`src/hw/rtl/lpfw_pkg.sv`:
```
// types and constants shared by the lcd page mode frame writer
package lpfw_pkg;

  localparam int COLUMNS = 128;
  localparam int PAGES   = 8;
  localparam int ROWS    = PAGES * 8;
  localparam int COL_W   = $clog2(COLUMNS);
  localparam int ROW_W   = $clog2(ROWS);
  localparam int PAGE_W  = 4;
  localparam int STORE_W = 7;

  localparam logic [7:0] OFFSET_RESET = 8'd4;
  localparam logic [7:0] CMD_PAGE     = 8'hB0;
  localparam logic [7:0] CMD_COL_HI   = 8'h10;
  localparam logic [7:0] COL_LO_MASK  = 8'h0F;

  localparam int QDEPTH = 4;
  localparam int QPTR_W = $clog2(QDEPTH);
  localparam int QCNT_W = $clog2(QDEPTH + 1);

  // phases of a page-start burst
  localparam logic [1:0] PH_PAGE   = 2'd0;
  localparam logic [1:0] PH_COL_HI = 2'd1;
  localparam logic [1:0] PH_COL_LO = 2'd2;
  localparam logic [1:0] PH_DATA   = 2'd3;

  typedef struct packed {
    logic [7:0] pixel;
    logic       frame_start;
  } in_t;

  typedef struct packed {
    logic [7:0] out_byte;
    logic       is_data;
    logic       last;
    logic       frame_end;
  } out_t;

  // one queued column byte, with the page commands in front of it when needed
  typedef struct packed {
    logic [7:0]        data_byte;
    logic              with_cmds;
    logic [PAGE_W-1:0] page;
    logic              frame_end;
  } lpfw_rec_t;

endpackage

```
`src/hw/rtl/lpfw_ram.sv`:
```
// generic single write, single read ram with registered read data
module lpfw_ram #(
  parameter int WIDTH = 8,
  parameter int DEPTH = 16
) (
  input  logic                     clk,
  input  logic                     wr_en,
  input  logic [$clog2(DEPTH)-1:0] wr_addr,
  input  logic [WIDTH-1:0]         wr_data,
  input  logic                     rd_en,
  input  logic [$clog2(DEPTH)-1:0] rd_addr,
  output logic [WIDTH-1:0]         rd_data
);

  logic [WIDTH-1:0] mem_r [DEPTH];
  logic [WIDTH-1:0] rd_data_r;

  always_ff @(posedge clk) begin
    if (wr_en) begin
      mem_r[wr_addr] <= wr_data;
    end
    if (rd_en) begin
      rd_data_r <= mem_r[rd_addr];
    end
  end

  assign rd_data = rd_data_r;

endmodule

```
`src/hw/rtl/lpfw_out_queue.sv`:
```
// result queue that expands each column record into commands and data bytes
module lpfw_out_queue (
  input  logic                        clk,
  input  logic                        rst_n,
  input  logic                        push,
  input  lpfw_pkg::lpfw_rec_t         push_rec,
  input  logic [7:0]                  column_offset,
  output logic [lpfw_pkg::QCNT_W-1:0] level,
  output logic                        out_valid,
  input  logic                        out_stall,
  output lpfw_pkg::out_t              out_data
);
  import lpfw_pkg::*;

  lpfw_rec_t         rec_r [QDEPTH];
  logic [QPTR_W-1:0] wr_ptr_r, wr_ptr_nxt;
  logic [QPTR_W-1:0] rd_ptr_r, rd_ptr_nxt;
  logic [QCNT_W-1:0] cnt_r, cnt_nxt;
  logic [1:0]        ph_r, ph_nxt;
  lpfw_rec_t         head;
  logic              in_data_ph;
  logic              take;
  logic              pop;

  assign head       = rec_r[rd_ptr_r];
  assign out_valid  = (cnt_r != '0);
  assign in_data_ph = !head.with_cmds || (ph_r == PH_DATA);
  assign take       = out_valid && !out_stall;
  assign pop        = take && in_data_ph;
  assign level      = cnt_r;

  always_comb begin
    out_data.is_data   = in_data_ph;
    out_data.last      = in_data_ph;
    out_data.frame_end = in_data_ph && head.frame_end;
    out_data.out_byte  = head.data_byte;
    if (!in_data_ph) begin
      case (ph_r)
        PH_PAGE:   out_data.out_byte = CMD_PAGE | {{(8 - PAGE_W){1'b0}}, head.page};
        PH_COL_HI: out_data.out_byte = CMD_COL_HI | {4'd0, column_offset[7:4]};
        PH_COL_LO: out_data.out_byte = column_offset & COL_LO_MASK;
        default:   out_data.out_byte = head.data_byte;
      endcase
    end
  end

  always_comb begin
    wr_ptr_nxt = push ? wr_ptr_r + 1'b1 : wr_ptr_r;
    rd_ptr_nxt = pop ? rd_ptr_r + 1'b1 : rd_ptr_r;
    cnt_nxt    = cnt_r + QCNT_W'(push) - QCNT_W'(pop);
    ph_nxt     = ph_r;
    if (pop) begin
      ph_nxt = PH_PAGE;
    end else if (take) begin
      ph_nxt = ph_r + 1'b1;
    end
  end

  always_ff @(posedge clk) begin
    if (!rst_n) begin
      wr_ptr_r <= '0;
      rd_ptr_r <= '0;
      cnt_r    <= '0;
      ph_r     <= PH_PAGE;
    end else begin
      wr_ptr_r <= wr_ptr_nxt;
      rd_ptr_r <= rd_ptr_nxt;
      cnt_r    <= cnt_nxt;
      ph_r     <= ph_nxt;
    end
  end

  always_ff @(posedge clk) begin
    if (push) begin
      rec_r[wr_ptr_r] <= push_rec;
    end
  end

`ifndef SYNTHESIS
  a_no_overflow: assert property (@(posedge clk) disable iff (!rst_n)
    push && !pop |-> cnt_r < QCNT_W'(QDEPTH))
    else $error("result queue overflow");

  a_cmd_phase_has_cmds: assert property (@(posedge clk) disable iff (!rst_n)
    ph_r != PH_PAGE |-> out_valid && head.with_cmds)
    else $error("command phase without a page-start record");

  a_stalled_phase_holds: assert property (@(posedge clk) disable iff (!rst_n)
    out_valid && out_stall |=> $stable(ph_r) && $stable(rd_ptr_r))
    else $error("burst advanced while stalled");

  a_ptr_level_agree: assert property (@(posedge clk) disable iff (!rst_n)
    cnt_r == '0 |-> rd_ptr_r == wr_ptr_r)
    else $error("empty queue with unequal pointers");
`endif

endmodule

```
`src/hw/rtl/lcd_page_mode_frame_writer.sv`:
```
// top level of the lcd page mode frame writer
//
// Pixels arrive on in_valid/in_data/in_stall in row-major order, one request
// per pixel; only bit 7 of pixel counts. frame_start puts a pixel at row 0,
// column 0. Rows 0..6 of each 8-row page go into a per-column ram; the pixel
// in the page's eighth row reads the column back and produces one data byte
// (top row in bit 0). At column 0 of a page three command bytes come first:
// page address, column high, column low from cfg_wdata (written by cfg_we,
// reset value 4; write it only while idle, the block does not enforce this).
// Results leave on out_valid/out_data/out_stall from a four-entry queue.
// An item can be taken every cycle while in_stall is low; its data byte
// passes through the stage-1 register into the queue before it is offered.
// The page-start burst adds three command bytes of output, so with a free
// receiver the pixel side still stalls during the burst at column 0 of each
// page's eighth row. The ram read is registered and stage 1 writes back,
// forwarding the previous pixel's write when the same column is read again.
// in_stall rises only when the result queue could not absorb the items in
// flight, so a stalled receiver backs up into the pixel channel after a few
// results. Reset clears position, queue and pipeline; the column ram is not
// cleared since each page writes an entry before it reads it.
module lcd_page_mode_frame_writer (
  input  logic           clk,
  input  logic           rst_n,
  input  logic           cfg_we,
  input  logic [7:0]     cfg_wdata,
  input  logic           in_valid,
  output logic           in_stall,
  input  lpfw_pkg::in_t  in_data,
  output logic           out_valid,
  input  logic           out_stall,
  output lpfw_pkg::out_t out_data
);
  import lpfw_pkg::*;

  logic [7:0]         col_off_r;
  logic [ROW_W-1:0]   row_r, row_nxt;
  logic [COL_W-1:0]   col_r, col_nxt;
  logic [ROW_W-1:0]   row_sel;
  logic [COL_W-1:0]   col_sel;
  logic               accept;

  // stage 1: ram data is back, modify and write
  logic               s1_valid_r;
  logic [ROW_W-1:0]   s1_row_r;
  logic [COL_W-1:0]   s1_col_r;
  logic               s1_bit_r;
  logic               s1_fwd_r;
  logic [STORE_W-1:0] s1_fwd_data_r;

  logic [STORE_W-1:0] ram_rdata;
  logic [STORE_W-1:0] entry;
  logic [2:0]         rip;
  logic               s1_we;
  logic [STORE_W-1:0] s1_wdata;
  logic               s1_push;
  lpfw_rec_t          s1_rec;
  logic [QCNT_W-1:0]  q_level;

  assign accept  = in_valid && !in_stall;
  assign row_sel = in_data.frame_start ? '0 : row_r;
  assign col_sel = in_data.frame_start ? '0 : col_r;

  always_comb begin
    col_nxt = col_sel + 1'b1;
    row_nxt = row_sel;
    if (col_sel == COL_W'(COLUMNS - 1)) begin
      col_nxt = '0;
      row_nxt = (row_sel == ROW_W'(ROWS - 1)) ? '0 : row_sel + 1'b1;
    end
  end

  assign rip   = s1_row_r[2:0];
  assign entry = s1_fwd_r ? s1_fwd_data_r : ram_rdata;
  assign s1_we = s1_valid_r && (rip != 3'd7);

  always_comb begin
    if (rip == 3'd0) begin
      s1_wdata = {{(STORE_W - 1){1'b0}}, s1_bit_r};
    end else begin
      s1_wdata = entry | (STORE_W'(s1_bit_r) << rip);
    end
  end

  assign s1_push          = s1_valid_r && (rip == 3'd7);
  assign s1_rec.data_byte = {s1_bit_r, entry};
  assign s1_rec.with_cmds = (s1_col_r == '0);
  assign s1_rec.page      = PAGE_W'(s1_row_r >> 3);
  assign s1_rec.frame_end = (s1_row_r == ROW_W'(ROWS - 1)) &&
                            (s1_col_r == COL_W'(COLUMNS - 1));

  // room for the record now in stage 1 plus one more
  assign in_stall = (q_level + QCNT_W'(s1_push)) >= QCNT_W'(QDEPTH);

  always_ff @(posedge clk) begin
    if (!rst_n) begin
      col_off_r  <= OFFSET_RESET;
      row_r      <= '0;
      col_r      <= '0;
      s1_valid_r <= 1'b0;
    end else begin
      if (cfg_we) begin
        col_off_r <= cfg_wdata;
      end
      if (accept) begin
        row_r <= row_nxt;
        col_r <= col_nxt;
      end
      s1_valid_r <= accept;
    end
  end

  always_ff @(posedge clk) begin
    if (accept) begin
      s1_row_r      <= row_sel;
      s1_col_r      <= col_sel;
      s1_bit_r      <= in_data.pixel[7];
      s1_fwd_r      <= s1_we && (s1_col_r == col_sel);
      s1_fwd_data_r <= s1_wdata;
    end
  end

  lpfw_ram #(
    .WIDTH (STORE_W),
    .DEPTH (COLUMNS)
  ) u_col_ram (
    .clk     (clk),
    .wr_en   (s1_we),
    .wr_addr (s1_col_r),
    .wr_data (s1_wdata),
    .rd_en   (accept),
    .rd_addr (col_sel),
    .rd_data (ram_rdata)
  );

  lpfw_out_queue u_out_queue (
    .clk           (clk),
    .rst_n         (rst_n),
    .push          (s1_push),
    .push_rec      (s1_rec),
    .column_offset (col_off_r),
    .level         (q_level),
    .out_valid     (out_valid),
    .out_stall     (out_stall),
    .out_data      (out_data)
  );

endmodule
```
`config.mk`:
```
export PLATFORM = sky130hd
export DESIGN_NAME = lcd_page_mode_frame_writer
export DESIGN_NICKNAME = d
export VERILOG_FILES = /design/src/hw/rtl/lpfw_pkg.sv /design/src/hw/rtl/lpfw_ram.sv /design/src/hw/rtl/lpfw_out_queue.sv /design/src/hw/rtl/lcd_page_mode_frame_writer.sv
export SDC_FILE = /design/constraint.sdc
export NUM_CORES = 1
export LEC_CHECK = 0
export BUFFER_PORTS_ARGS = -buffer_cell sky130_fd_sc_hd__buf_2
export CORE_UTILIZATION = 35
export CTS_CLUSTER_SIZE = 10
export DETAILED_ROUTE_END_ITERATION = 10
export PLACE_DENSITY = 0.56
export SETUP_SLACK_MARGIN = 0.05
export SLEW_MARGIN = 5
export SYNTH_ARGS = -nofsm -noshare
export SYNTH_HDL_FRONTEND = slang
export SYNTH_SLANG_ARGS = --single-unit
```
`constraint.sdc`:
```
create_clock -name clk -period 8.6 [get_ports clk]
set_input_delay 1.29 -clock clk [delete_from_list [all_inputs] [get_ports clk]]
set_output_delay 1.29 -clock clk [all_outputs]
set_load 0.02 [all_outputs]
```
* Yosys cells after proc, flatten, opt, wreduce, memory -nomap -nowiden
Memories as Yosys holds them, arrays and structs flattened. A register that Yosys moved wholly into a read port is not among the register bits.
Index checks and enable logic that the tools add are counted.
** Cells by class
- Divide/modulo/power cells :: 0
- Bitwise gates (word level) :: 2
- Add/sub/neg operators :: 7
- Reductions and logical operators :: 17
- $mul :: 0
- Eq/ne operators :: 10
- Order comparisons :: 1
- Shift operators :: 1
- Multiplexer cells :: 15
** Operators by type and width (number)
- 2-to-1 mux 7 bit :: 4
- case mux 8 bit (3 select lines) :: 1
- 2-to-1 mux 6 bit :: 3
- == test 7 bit, second input constant :: 2
- == test 6 bit, second input constant :: 2
- logical AND 1 bit :: 8
- 2-to-1 mux 8 bit :: 1
- adder 7 x 1 -> 7 bit, second input constant :: 1
- == test 7 bit :: 1
- logical NOT 7 bit :: 1
- OR 7 bit :: 1
- left shift 1 x 3 -> 7 bit :: 1
- adder 2 x 1 -> 2 bit, second input constant :: 3
- adder 6 x 1 -> 6 bit, second input constant :: 1
- == test 2 bit, second input constant :: 2
- 2-to-1 mux 1 bit :: 4
- 2-to-1 mux 2 bit :: 2
- adder 3 x 1 -> 3 bit :: 1
- == test 3 bit, second input constant :: 1
- greater-or-equal comparator 3 bit, second input constant :: 1
- logical NOT 1 bit :: 3
- logical NOT 3 bit :: 1
- != test 3 bit, second input constant :: 1
- nonzero test 3 bit :: 1
- 6 further kinds :: 6
** Storage, ports and cells
- Latch bits :: 0
- Register bits :: 53
- Output and inout bits :: 13
- Input bits :: 22
- Logic and storage cells :: 68
- Memories kept :: 2
- Bits in writable memories :: 948
- Bits in read-only memories :: 0
** Memories
- u_col_ram.mem_r :: words 128, width 7, read ports 1, clocked after Yosys merged registers in 1, write ports 1, RTL line lpfw_ram.sv:15 : logic [WIDTH-1:0] mem_r [DEPTH];
- u_out_queue.rec_r :: words 4, width 13, read ports 1, clocked after Yosys merged registers in 1, write ports 1, RTL line lpfw_out_queue.sv:15 : lpfw_rec_t rec_r [QDEPTH];

* Logic depth before layout (Yosys ltp)
- Depth after elaboration :: 6
- Depth in mapped cells :: 12
- Depth with buffers taken out :: 10

* By module
From an unflattened synthesis, not the netlist that was laid out.
** Second synthesis, totals
- Cells, all modules :: 1850
- Area total of the unflattened synthesis :: 40133.5 um^2
** By module, submodules not included
- lpfw_ram :: area each 34877.2 um^2, instances 1, cells an instance 1453, seq. area each 27116.0 um^2
- lpfw_out_queue :: area each 2915.3 um^2, instances 1, cells an instance 169, seq. area each 1901.8 um^2
- lcd_page_mode_frame_writer :: area each 2341.0 um^2, instances 1, cells an instance 228, seq. area each 1101.1 um^2

* Least setup slack after synthesis
OpenSTA, ideal clock, no wires.
- Path type :: register to register
- Start :: reg s1_fwd_r
- End :: reg s1_fwd_data_r[1], data pin
- Period minus slack after synthesis :: 4.638 ns
- Required time :: 7.800 ns
- Cell stages (with the launch flop) :: 5
- Arrival time :: 3.838 ns
- Path slack :: 3.962 ns
- Setup time :: 0.800 ns
- Cells stage by stage :: edfxtp_1 -> clkbuf_1 -> mux2_2 -> a21oi_1 -> nor2_1
** Between the ends
- Word-level cells in the longest chain between the ends :: 3
** RTL lines
- from (decl) :: RTL line lcd_page_mode_frame_writer.sv:47 : logic s1_fwd_r;
- from (signal assigned) :: RTL line lcd_page_mode_frame_writer.sv:117 : s1_fwd_r <= s1_we && (s1_col_r == col_sel);
- 2-to-1 mux 7 bit :: RTL line lcd_page_mode_frame_writer.sv:73 : assign entry = s1_fwd_r ? s1_fwd_data_r : ram_rdata;
- named net entry[1] :: RTL line lcd_page_mode_frame_writer.sv:51 : logic [STORE_W-1:0] entry;
- OR 7 bit :: RTL line lcd_page_mode_frame_writer.sv:80 : s1_wdata = entry | (STORE_W'(s1_bit_r) << rip);
- 2-to-1 mux 7 bit :: RTL line lcd_page_mode_frame_writer.sv:77 : if (rip == 3'd0) begin
- named net s1_wdata[1] :: RTL line lcd_page_mode_frame_writer.sv:54 : logic [STORE_W-1:0] s1_wdata;
- to (signal assigned) :: RTL line lcd_page_mode_frame_writer.sv:118 : s1_fwd_data_r <= s1_wdata;
- to (decl) :: RTL line lcd_page_mode_frame_writer.sv:48 : logic [STORE_W-1:0] s1_fwd_data_r;
The timed path passes the listed nets, and every way through them passes these cells.
A chain may end at the register's enable or synchronous reset.

* Worst setup path after layout
- Start :: in in_data[0] (netlist bit)
- End :: reg u_col_ram.rd_data_r[0] (netlist: u_col_ram.rd_data[0]), read port of u_col_ram.mem_r, data pin
** Between the ends
- Word-level cells in the longest chain between the ends :: 1
** RTL lines
- from (decl) :: RTL line lcd_page_mode_frame_writer.sv:28 : input lpfw_pkg::in_t in_data,
- 2-to-1 mux 7 bit :: RTL line lcd_page_mode_frame_writer.sv:61 : assign col_sel = in_data.frame_start ? '0 : col_r;
- to (decl) :: RTL line lpfw_ram.sv:16 : logic [WIDTH-1:0] rd_data_r;
Every way passes these cells.

==> summary.md <==
| Metric | Value |
|---|---|
| Hold depth | 2 |
| Post-route ant nets | 0 |
| Starting density of the core | 35.4% |
| Vias per std cell | 5.60 |
| Final Setup Violations | 0 |
| Min-Delay Endpoint | row_r[1] |
| Setup TNS | 0 ns |
| Worst slack at placement | 3.62 ns |
| Core Region | 0.117 mm² |
| Synth Net Count | 2664 |
| Placed insts | 4030 |
| Avg WL per Cell | 25.3 µm |
| # nets final | 2658 |
| Reg2reg end | u_col_ram.rd_data[3] |
| Register bit total from synthesis | 1010 |
| Syn_area_per_cell | 15.7 µm² |
| RR Startpoint | col_r[0] |
| Root buffer cell | clkbuf_16 |
| Status | completed |
| Row count | 125 |
| H-tree levels | 3 |
| Commonest non-fill, non-tap cell in the layout | edfxtp_1 |
| Gr usage total | 17.4% |
| Syn Inst Count | 2627 |
| TritonCTS clock tree | yes |
| Post-CTS setup repair buffer count | 0 |
| Final Cycle Share | 50.6% |
| CP required | 8.98 ns |
| Slowest stage delay, CP | 0.81 ns |
| Post-cts hold buffer count | 0 |
| Yosys warns | 0 |
| Sequential fraction of the synthesis area | 72.8% |
| DR vias | 23432 |
| # port buffers | 27 |
| Clk_skew | 0.0300 ns |
| Met2 usage | 29.0% |
| Final worst slack | 4.25 ns |
| R2R Setup Slk | 4.27 ns |
| Clock sink count | 1010 |
| Clock Latency Late Sink | 0.68 ns |
| Hpwl dp | 63600 µm |
| EDFF count, synth | 977 |
| Hold/Removal Path Class | reg2reg |
| Vias in the first global route | 23158 |
| Final hold violation count | 0 |
| Tmin final | 4.35 ns |
| Synth Cell Area | 0.0412 mm² |
| CP Capture Type | register |
| Routing usage on met1 | 23.1% |
| Relative slew slack | 21.3% |
| GRT busiest layer | met2 |
| Pleak | 13.9 nW |
| TritonCTS buffer count | 113 |
| CTS Buffer Depth | 3 |
| Pre-Repair DR Iteration Count | 6 |
| Fraction of layout cells with a size suffix above 1 | 13.8% |
| WP data arrival | 4.73 ns |
| Largest net degree at the start of global routing | 92 |
| DRT iter0 DRCs | 2376 |
| Final slew viol count | 0 |
| Chip Height | 345 µm |
| Grt met3 use | 2.80% |
| Critical-path cell list | buf_6, nand2b_1, nor2_2, buf_4, a21oi_1, a32oi_1, and4_1, a32oi_1 |
| Post-CTS Resized | 0 |
| R2R depth | 8 |
| Worst Hold Slack | 0.495 ns |
| Area grow syn2layout | 10.9% |
| Fillers | 10497 |
| Global-route wire length before repair | 155000 µm |
| Critical path class | in2reg |
| Critical Path Slowest Stage Cell | nor2_2 |
| Netlist cell types | 66 |
| MaxCap Viol Count | 0 |
| Die Area | 0.119 mm² |
| Hold Startpoint | row_r[1] |
| Detailed Route WL | 106000 µm |
| Worst-margin pin slew | 1.18 ns |
| CP dominant cell by count | a32oi_1 |
| Grt ovf | 0 |
| Worst Path Max Fanout | 48 |
| Startpoint Class | primary input |
| Drc violations | 0 |
| Clock transition at the registers of the reported paths | 0.06 ns |
| Top FF cell, synth | edfxtp_1 |
| Peak supply drop | 140 µV |
| Fmax achieved | 230 MHz |
| Finished Layout Cells | 4185 |
| Placer congestion estimate | 0.867 |
| Pwr Density | 223 mW/mm² |
| RSZ-0062 raised after global routing | no |
| Async SR Flop Fraction | 0% |
| Die W | 345 µm |
| Initial antenna violation count | 3 |
| IO Count | 35 |
| Most frequent cells in the layout | 977 x edfxtp_1, 196 x nor2_1, 157 x a21oi_1 |
[power by group]
| part | internal [mW] | total, mW | switching, mW |
|---|---|---|---|
| combinational | 0.130 | 0.502 | 0.372 |
| clock | 2.40 | 4.19 | 1.79 |
| sequential | 5.50 | 5.52 | 0.0236 |
| total | 8.03 | 10.2 | 2.18 |
[cell usage after synthesis (7+ instances only)]
cell / instances / area [µm²]
a211oi_1: 87 / 653
a21oi_1: 157 / 786
a221oi_1: 26 / 228
a222oi_1: 17 / 170
a22oi_1: 76 / 571
a311oi_1: 8 / 70.1
a31o_2: 7 / 61.3
a31oi_1: 8 / 50.1
a32o_1: 7 / 70.1
a32oi_1: 15 / 131
and2_1: 24 / 150
and3_1: 11 / 68.8
and3b_1: 14 / 123
buf_2: 84 / 420
buf_4: 37 / 278
buf_6: 8 / 90.1
clkbuf_1: 56 / 210
dfxtp_1: 33 / 661
edfxtp_1: 977 / 29300
ha_1: 15 / 188
inv_1: 14 / 52.6
mux2_2: 102 / 1150
mux2i_1: 131 / 1310
mux4_2: 36 / 811
nand2_1: 96 / 360
nand2b_1: 7 / 43.8
nand3_1: 38 / 190
nand4_1: 7 / 43.8
nor2_1: 200 / 751
nor2b_1: 74 / 463
nor3_1: 19 / 95.1
nor4_1: 9 / 56.3
o211ai_1: 13 / 97.6
o21ai_0: 73 / 365
o21ai_1: 8 / 40.0
o221ai_1: 33 / 289
o22ai_1: 45 / 282
xnor2_1: 12 / 105
[sequential cells by signal (all words and copies together) (netlist names), 3 cells and up, named ones only]
| register | cells |
|---|---|
| col_off_r | 8 |
| col_r | 7 |
| row_r | 6 |
| s1_col_r | 7 |
| s1_fwd_data_r | 7 |
| s1_row_r | 6 |
| u_col_ram.mem_r | 896 |
| u_col_ram.rd_data | 7 |
| u_out_queue.level | 3 |
| u_out_queue.rec_r | 52 |
[final cells by class]
cell class                 count  area (µm²)  area share [%]
multi-input combinational   1412       10200            22.4
inverter                      19        73.8           0.161
clock inverter                 8        55.1           0.120
clock buffer                 146        3020            6.60
sequential                  1010       30000            65.6
timing repair buffer          65         427           0.933
antenna                        1        2.50         0.00547
tap                         1524        1910            4.17
[critical path: cells and delay by family]
kind                   cells  cell delay (ns)
AND/OR/NAND/NOR            3             1.78
AO/OA/AOI/OAI              3             0.91
buffers and inverters      2             0.66
[per-layer routing]
metal	vias up	wire length, µm
met2	983	51600
met5	-	27
li1	10341	-
met1	11921	44100
met4	4	2930
met3	183	7280
[how the worst max path moves through the flow]
stage | start | slack (ns) | to | depth (start not counted)
finish | in_data[0] | 4.25 | u_col_ram.rd_data[0] | 8
global route | register | 3.93 | out_data[8] | 5
global placement | in_data[0] | 3.63 | row_r[3] | 12
CTS | register | 4.11 | out_data[8] | 5
detailed placement | in_data[0] | 3.62 | row_r[3] | 12
floorplan | s1_fwd_r | 3.96 | s1_fwd_data_r[1] | 4
[metrics by stage]
stage / util [%] / total power, mW / area [µm²]
after floorplan: - / 5.95 / 41200
after global placement: 36.6 / 6.11 / 42600
after detailed placement: 36.6 / 6.13 / 42600
after CTS: 39.2 / 10.3 / 45700
after global routing: 39.2 / 10.5 / 45700
final: 39.2 / 10.2 / 45700
[cell families (layout without fill, tap and decap cells)]
family / Yosys count / after routing / share of synthesized area (%)
compound gates: 592 / 592 / 9.66
fa+ha+maj: 15 / 15 / 0.455
flops: 1010 / 1010 / 72.8
simple gates: 522 / 522 / 6.24
xor+xnor: 13 / 13 / 0.276
other cells: 0 / 1 / 0
mux: 270 / 270 / 7.97
buf+inv: 205 / 238 / 2.61
(Power assumes the default switching activity.)
